$ cat config.mk
export PLATFORM = sky130hd
export DESIGN_NAME = loe_useq
export DESIGN_NICKNAME = d
export VERILOG_FILES = /design/src/rtl/core/loe_pkg.sv /design/src/rtl/core/loe_useq.sv
export SDC_FILE = /design/constraint.sdc
export NUM_CORES = 1
export LEC_CHECK = 0
export BUFFER_PORTS_ARGS = -buffer_cell sky130_fd_sc_hd__buf_2
export CAP_MARGIN = 5
export CORE_MARGIN = 4
export CORE_UTILIZATION = 44
export CTS_CLUSTER_SIZE = 28
export DETAILED_ROUTE_END_ITERATION = 8
export GPL_TIMING_DRIVEN = 0
export PLACE_DENSITY = 0.78
export SKIP_CTS_REPAIR_TIMING = 1
export SYNTH_ARGS = -nofsm -noshare
export SYNTH_HDL_FRONTEND = slang
export SYNTH_SLANG_ARGS = --single-unit
$ cat constraint.sdc
create_clock -name clk -period 3.1 [get_ports clk]
set_input_delay 0.62 -clock clk [delete_from_list [all_inputs] [get_ports clk]]
set_output_delay 0.62 -clock clk [all_outputs]
set_load 0.05 [all_outputs]
$ cat src/rtl/core/loe_pkg.sv
package loe_pkg;

	localparam int MAX_BOXES = 1024;
	localparam int IDX_W     = 11;
	localparam int SUM_W     = 19;
	localparam int ACT_W     = 3;
	localparam int UPC_W     = 5;

	localparam logic [SUM_W-1:0] SUM_MAX = '1;
	localparam logic [IDX_W-1:0] IDX_MAX = IDX_W'(MAX_BOXES);

	localparam logic [ACT_W-1:0] ACT_INIT   = 3'd0;
	localparam logic [ACT_W-1:0] ACT_LEFT   = 3'd1;
	localparam logic [ACT_W-1:0] ACT_RIGHT  = 3'd2;
	localparam logic [ACT_W-1:0] ACT_SWAP   = 3'd3;
	localparam logic [ACT_W-1:0] ACT_REV    = 3'd4;
	localparam logic [ACT_W-1:0] ACT_REPORT = 3'd5;

	localparam logic [2:0] C_NEVER = 3'd0;
	localparam logic [2:0] C_MORE  = 3'd1;
	localparam logic [2:0] C_SKIP  = 3'd2;
	localparam logic [2:0] C_LEFT  = 3'd3;
	localparam logic [2:0] C_RIGHT = 3'd4;
	localparam logic [2:0] C_NYX   = 3'd5;
	localparam logic [2:0] C_NXY   = 3'd6;

	localparam logic [1:0] RS_X    = 2'd0;
	localparam logic [1:0] RS_Y    = 2'd1;
	localparam logic [1:0] RS_ZERO = 2'd2;
	localparam logic [1:0] RS_WALK = 2'd3;

	localparam logic [3:0] SA_ZERO = 4'd0;
	localparam logic [3:0] SA_X    = 4'd1;
	localparam logic [3:0] SA_Y    = 4'd2;
	localparam logic [3:0] SA_NX   = 4'd3;
	localparam logic [3:0] SA_PX   = 4'd4;
	localparam logic [3:0] SA_NY   = 4'd5;
	localparam logic [3:0] SA_PY   = 4'd6;
	localparam logic [3:0] SA_CNT  = 4'd7;
	localparam logic [3:0] SA_CNT1 = 4'd8;

	localparam logic [UPC_W-1:0] U_MOVE  = 5'd0;
	localparam logic [UPC_W-1:0] U_LEFT  = 5'd12;
	localparam logic [UPC_W-1:0] U_RIGHT = 5'd15;
	localparam logic [UPC_W-1:0] U_SWA   = 5'd18;
	localparam logic [UPC_W-1:0] U_SWB   = 5'd21;
	localparam logic [UPC_W-1:0] U_NOP   = 5'd24;
	localparam logic [UPC_W-1:0] U_INIT  = 5'd25;
	localparam logic [UPC_W-1:0] U_INITL = 5'd26;
	localparam logic [UPC_W-1:0] U_REV   = 5'd28;
	localparam logic [UPC_W-1:0] U_REP   = 5'd29;
	localparam logic [UPC_W-1:0] U_REPL  = 5'd30;

	typedef struct packed {
		logic             end_step;
		logic             emit;
		logic             wr;
		logic [3:0]       src_a;
		logic [3:0]       src_b;
		logic [1:0]       rsel;
		logic             latch_x;
		logic             latch_y;
		logic             cnt_clr;
		logic             cnt_inc;
		logic             sum_clr;
		logic             sum_acc;
		logic             init_set;
		logic             rev_tog;
		logic [2:0]       cond;
		logic [UPC_W-1:0] target;
	} ucw_t;

	typedef struct packed {
		logic fire;
		ucw_t ucw;
	} seq_out_t;

	typedef struct packed {
		logic             go;
		logic [UPC_W-1:0] entry;
		logic             skip;
		logic             left;
		logic             right;
		logic             ny_x;
		logic             nx_y;
		logic             more;
		logic             out_block;
	} loe_stat_t;

	function automatic logic [IDX_W-1:0] clip_idx(input logic [IDX_W-1:0] v);
		return (v <= IDX_MAX) ? v : '0;
	endfunction

	function automatic ucw_t join_w(input logic [3:0] a, input logic [3:0] b, input logic last);
		ucw_t w;
		w          = '0;
		w.wr       = 1'b1;
		w.src_a    = a;
		w.src_b    = b;
		w.end_step = last;
		return w;
	endfunction

	function automatic ucw_t jump_w(input logic [2:0] c, input logic [UPC_W-1:0] t);
		ucw_t w;
		w        = '0;
		w.cond   = c;
		w.target = t;
		return w;
	endfunction

	function automatic ucw_t ucode(input logic [UPC_W-1:0] upc);
		ucw_t w;
		w = '0;
		case (upc)
			5'd0: begin
				w.rsel = RS_X;
			end
			5'd1: begin
				w.rsel    = RS_Y;
				w.latch_x = 1'b1;
			end
			5'd2: begin
				w.latch_y = 1'b1;
			end
			5'd3:  w = jump_w(C_SKIP, U_NOP);
			5'd4:  w = jump_w(C_LEFT, U_LEFT);
			5'd5:  w = jump_w(C_RIGHT, U_RIGHT);
			5'd6:  w = jump_w(C_NYX, U_SWA);
			5'd7:  w = jump_w(C_NXY, U_SWB);
			5'd8:  w = join_w(SA_PX, SA_Y, 1'b0);
			5'd9:  w = join_w(SA_Y, SA_NX, 1'b0);
			5'd10: w = join_w(SA_PY, SA_X, 1'b0);
			5'd11: w = join_w(SA_X, SA_NY, 1'b1);
			5'd12: w = join_w(SA_PY, SA_X, 1'b0);
			5'd13: w = join_w(SA_X, SA_Y, 1'b0);
			5'd14: w = join_w(SA_PX, SA_NX, 1'b1);
			5'd15: w = join_w(SA_Y, SA_X, 1'b0);
			5'd16: w = join_w(SA_X, SA_NY, 1'b0);
			5'd17: w = join_w(SA_PX, SA_NX, 1'b1);
			5'd18: w = join_w(SA_PY, SA_X, 1'b0);
			5'd19: w = join_w(SA_X, SA_Y, 1'b0);
			5'd20: w = join_w(SA_Y, SA_NX, 1'b1);
			5'd21: w = join_w(SA_PX, SA_Y, 1'b0);
			5'd22: w = join_w(SA_Y, SA_X, 1'b0);
			5'd23: w = join_w(SA_X, SA_NY, 1'b1);
			5'd24: begin
				w.end_step = 1'b1;
			end
			5'd25: begin
				w.cnt_clr  = 1'b1;
				w.init_set = 1'b1;
			end
			5'd26: begin
				w         = join_w(SA_CNT, SA_CNT1, 1'b0);
				w.cnt_inc = 1'b1;
				w.cond    = C_MORE;
				w.target  = U_INITL;
			end
			5'd27: w = join_w(SA_CNT, SA_ZERO, 1'b1);
			5'd28: begin
				w.rev_tog  = 1'b1;
				w.end_step = 1'b1;
			end
			5'd29: begin
				w.rsel    = RS_ZERO;
				w.cnt_clr = 1'b1;
				w.sum_clr = 1'b1;
			end
			5'd30: begin
				w.rsel    = RS_WALK;
				w.sum_acc = 1'b1;
				w.cnt_inc = 1'b1;
				w.cond    = C_MORE;
				w.target  = U_REPL;
			end
			5'd31: begin
				w.emit     = 1'b1;
				w.end_step = 1'b1;
			end
			default: w = '0;
		endcase
		return w;
	endfunction

endpackage

$ cat src/rtl/core/loe_useq.sv
module loe_useq
	import loe_pkg::*;
(
	input  logic      clk,
	input  logic      arst_n,
	input  logic      in_acc,
	input  loe_stat_t stat,
	output logic      idle,
	output seq_out_t  sq
);

	logic             busy_q;
	logic [UPC_W-1:0] upc_q;
	ucw_t             ucw;
	logic             fire;
	logic             take;

	assign ucw  = ucode(upc_q);
	assign fire = busy_q && !(ucw.emit && stat.out_block);
	assign idle = !busy_q;

	always_comb begin
		case (ucw.cond)
			C_MORE:  take = stat.more;
			C_SKIP:  take = stat.skip;
			C_LEFT:  take = stat.left;
			C_RIGHT: take = stat.right;
			C_NYX:   take = stat.ny_x;
			C_NXY:   take = stat.nx_y;
			default: take = 1'b0;
		endcase
	end

	always_ff @(posedge clk or negedge arst_n) begin
		if (!arst_n) begin
			busy_q <= 1'b0;
			upc_q  <= '0;
		end else if (!busy_q) begin
			if (in_acc && stat.go) begin
				busy_q <= 1'b1;
				upc_q  <= stat.entry;
			end
		end else if (fire) begin
			if (ucw.end_step) begin
				busy_q <= 1'b0;
			end else if (take) begin
				upc_q <= ucw.target;
			end else begin
				upc_q <= upc_q + 1'b1;
			end
		end
	end

	assign sq.fire = fire;
	assign sq.ucw  = ucw;

`ifndef SYNTH
	a_end_only: assert property (@(posedge clk) disable iff (!arst_n)
		$fell(busy_q) |-> $past(fire && ucw.end_step))
		else $error("sequencer left a program without an end step");

	a_stall_hold: assert property (@(posedge clk) disable iff (!arst_n)
		(busy_q && !fire) |=> (upc_q == $past(upc_q)) && busy_q)
		else $error("step counter moved during an output stall");

	a_fallthrough: assert property (@(posedge clk) disable iff (!arst_n)
		(fire && !ucw.end_step && ucw.cond == C_NEVER) |=> upc_q == $past(upc_q) + 1'b1)
		else $error("step counter skipped a step");
`endif

endmodule

Word-level counts from Yosys, hierarchy flattened
Cells that the tools add are included.
{"block": "classes", "shifts": 0, "n_bitwise": 0, "reduce_logical": 17, "n_eq_ne": 39, "multipliers": 0, "muxes": 23, "addsub": 1, "div": 0, "order_cmp": 0}
{"operator": "$pmux 9 s9", "n": 1}
{"operator": "$eq 5x5->1 const B", "n": 16}
{"operator": "$pmux 8 s7", "n": 1}
{"operator": "$eq 5x4->1 const B", "n": 8}
{"operator": "$mux 5", "n": 5}
{"operator": "$eq 5x3->1 const B", "n": 4}
{"operator": "$mux 1", "n": 14}
{"operator": "$reduce_or 2->1", "n": 7}
{"operator": "$eq 5x2->1 const B", "n": 2}
{"operator": "$eq 3x3->1 const B", "n": 3}
{"operator": "$reduce_or 9->1", "n": 1}
{"operator": "$eq 3x2->1 const B", "n": 2}
{"operator": "$pmux 1 s6", "n": 1}
{"operator": "$pmux 2 s3", "n": 1}
{"operator": "$reduce_or 3->1", "n": 2}
{"operator": "$add 5x1->5 const B", "n": 1}
{"operator": "$eq 5x1->1 const B", "n": 1}
{"operator": "$eq 3x1->1 const B", "n": 1}
{"operator": "$logic_and 1x1->1", "n": 3}
{"operator": "$reduce_and 3->1", "n": 1}
{"operator": "$logic_not 1->1", "n": 2}
{"operator": "$ne 2x1->1 const B", "n": 1}
{"operator": "$ne 2x2->1 const B", "n": 1}
{"operator": "$reduce_bool 2->1", "n": 1}
{"block": "word_totals", "n_memories": 0, "latchBits": 0, "ff_bits": 6, "word_cells": 82, "inputBits": 16, "mem_bits_rw": 0, "rom_bits": 0}

Depth between registers and ports, before layout
{"block": "logic_depth", "ltp_word": 8, "depth_mapped": 10}

Least setup slack after synthesis
OpenSTA, ideal clock, no wires.
{"block": "synth_timing", "path_kind": "reg-to-output", "startpoint": "register upc_q[0]", "endpoint": "output port sq[18] (netlist name)", "t_arrival_ns": 2.816, "required_time_ns": 2.480, "path_slack_ns": -0.336, "stages_incl_launch_ff": 7, "path_buffers": 1, "path_cell_list": "dfrtp_1 > inv_1 > ha_1 > clkbuf_1 > nand2_1 > o21ai_0 > or3_1"}
{"element": "start: declaration", "line_no": "loe_useq.sv:13", "source": "logic [UPC_W-1:0] upc_q;"}
{"element": "start signal: assignment", "line_no": "loe_useq.sv:41", "source": "upc_q <= stat.entry;"}
{"element": "start signal: assignment", "line_no": "loe_useq.sv:47", "source": "upc_q <= ucw.target;"}
{"element": "start signal: assignment", "line_no": "loe_useq.sv:49", "source": "upc_q <= upc_q + 1'b1;"}
{"element": "end: declaration", "line_no": "loe_useq.sv:9", "source": "output seq_out_t sq"}

==> impl_metrics.ini <==
[synthesis]
synth_cells = 153
synth_seq_area_share = 0.138
synth_edf_count = 0
synth.most_common_cell = a21oi_1
synth_top_cells_by_count = 15 x a21oi_1, 14 x nand2_1, 11 x o21ai_0
async_flop_share = 1.00
ys_ff_latch = 6
synth_ff_type = dfrtp_1
ys_top_cells_by_area = dfrtp_1 14%, a21oi_1 6.9%, ha_1 5.8%
synth_nets = 174
synth_area_leader_cell = dfrtp_1
syn_avg_cell_area_um2 = 7.10
ys_types = 52
netlist.area_leader.share = 0.138
synth_area_um2 = 1090
ys_warn_count = 0

[sta]
finalSetupTns_ns = 0
slew_viol_final = 0
fmax_ghz = 0.343
layout_min_cycle_time_ns = 2.91
setup_violations = 0
rsz0062_at_grt = no
skew_ns = 0.000680
hold_viol = 0
period_share = 0.940

[global_routing]
gr-total-overflow = 0
antenna_found_initial = 0
grt_first_pass_wirelength_mm = 5.70
first_global_vias = 1320
grt_max_degree = 11
grtUsageTotal = 0.211

[place]
port_buffers = 45
place_congestion = 0.866
dp_hpwl_mm = 2.73

[outcome]
outcome = complete, no violations

[setup_path]
worstPathMaxFanout = 10
cp.buffers_inverters = 3
cp.arrival_ns = 2.29
start_kind = flop
path_cells = inv_1 -> ha_1 -> clkbuf_2 -> mux2_2 -> a22oi_1 -> o211ai_1 -> nor2_1 -> nand3_1 -> buf_2
worstPathRequired_ns = 2.48
slowest_delay_ns = 0.39
critPathKind = flop to output pin
crit_path_end_kind = output pin
critPathTopFamily = buffers and inverters
crit_slowest_cell = dfrtp_1

[job]
drv_cap = 0

[floorplanning]
core_um2 = 2280
start_util = 0.477
dieArea_um2 = 3330
die_w_um = 57.7
boundaryPins = 47
fp.dieH_um = 57.7
core.rowCount = 17

[cts]
clock-root-buffer = clkbuf_4
numCtsBuffers = 3
cts_sinks = 6
h-tree-depth = 1
clk_pin_slew_ns = 0.04
cts_tree = yes
clk_latency_ns = 0.24
cts_buffer_depth = 2

[layout]
drive_gt1_frac = 0.335
antennaDiodeCount = 0
synthToLayoutAreaGrowth_pct = 25.8
nNetsFinal = 223

[drt]
drtIter0Drc = 55
wirelength_mm = 3.39
vias_per_cell = 5.96
dr_total_vias = 1358
drtAntennaViolNets = 0
post_drt_wl_per_cell_um = 14.8
detail_route.first_pass.iterations = 4
drc = 0

[hold_path]
hold_path.class = input port to asynchronous set/reset pin
## layout make-up
cell class | count | area, um^2
well taps | 28 | 35.0
multi-input cells | 126 | 837
repair buffers | 45 | 225
plain buffers | 11 | 62.6
flip-flops and latches | 6 | 150
fillers | 219 | 910
clock buffers | 3 | 22.5
inverters | 9 | 33.8
## registers in the layout (all words and copies together), names as in the netlist
| register | flops |
|---|---|
| busy_q | 1 |
| upc_q | 5 |
## cell families (layout without fill, tap and decap cells)
kind of cell	count (synthesis)	after routing	synth area share
AOI/OAI and AO/OA	53	53	0.336
xor gates and xnor gates	2	2	0.0161
adders and majority gates	5	5	0.0576
buffers and inverters	21	68	0.0910
DFF	6	6	0.138
muxes	5	5	0.0484
other	1	1	0.00345
and+or+nand+nor	60	60	0.309
## layout by cell type, fill, tap and decap left out, drive strengths merged, types with 3 or more instances in the layout
cell type and count:
a21oi 15, a22oi 3, a31oi 5, and3 9
buf 51, clkbuf 8, dfrtp 6, ha 5
inv 9, mux2i 3, nand2 14, nand3 7
nor2 10, o21ai 16, or2 4
## path summary, 6_finish.rpt
| kind | start | endpoint | slack (ns) | cells after the start |
|---|---|---|---|---|
| hold / removal | arst_n | upc_q[1] | 0.20 | 1 |
| max in group asynchronous | arst_n | upc_q[4] | 2.76 | 1 |
| hold reg to reg | busy_q | busy_q | 0.63 | 2 |
| setup / recovery | upc_q[0] | sq[26] | 0.19 | 9 |
| min in group clk | stat[10] | upc_q[3] | 0.61 | 3 |
| setup reg to reg | upc_q[3] | upc_q[2] | 0.53 | 9 |
## through the flow
stage | cells | setup slack [ns] | cell area [um^2] | utilization | hold slack [ns]
after floorplan | 153 | 0.0380 | 1090 | - | 0.324
after global placement | 226 | 0.468 | 1350 | 0.592 | 0.445
after detailed placement | 226 | 0.427 | 1350 | 0.592 | 0.449
after CTS | 229 | 0.171 | 1370 | 0.601 | 0.192
after global routing | 228 | 0.0568 | 1370 | 0.600 | 0.193
final | 228 | 0.186 | 1370 | 0.600 | 0.196
## routing by layer
metal  part of all wire  routed length [um]  track usage
met3              0.074                 249       0.0356
met1               0.43                1440        0.269
met2               0.49                1650        0.366
met4              0.011                  38       0.0530
met5                  0                   0            0
Power is left out: the tool's default activity adds up to more than one toggle a clock period on the data nets, which glitch-free logic cannot reach.
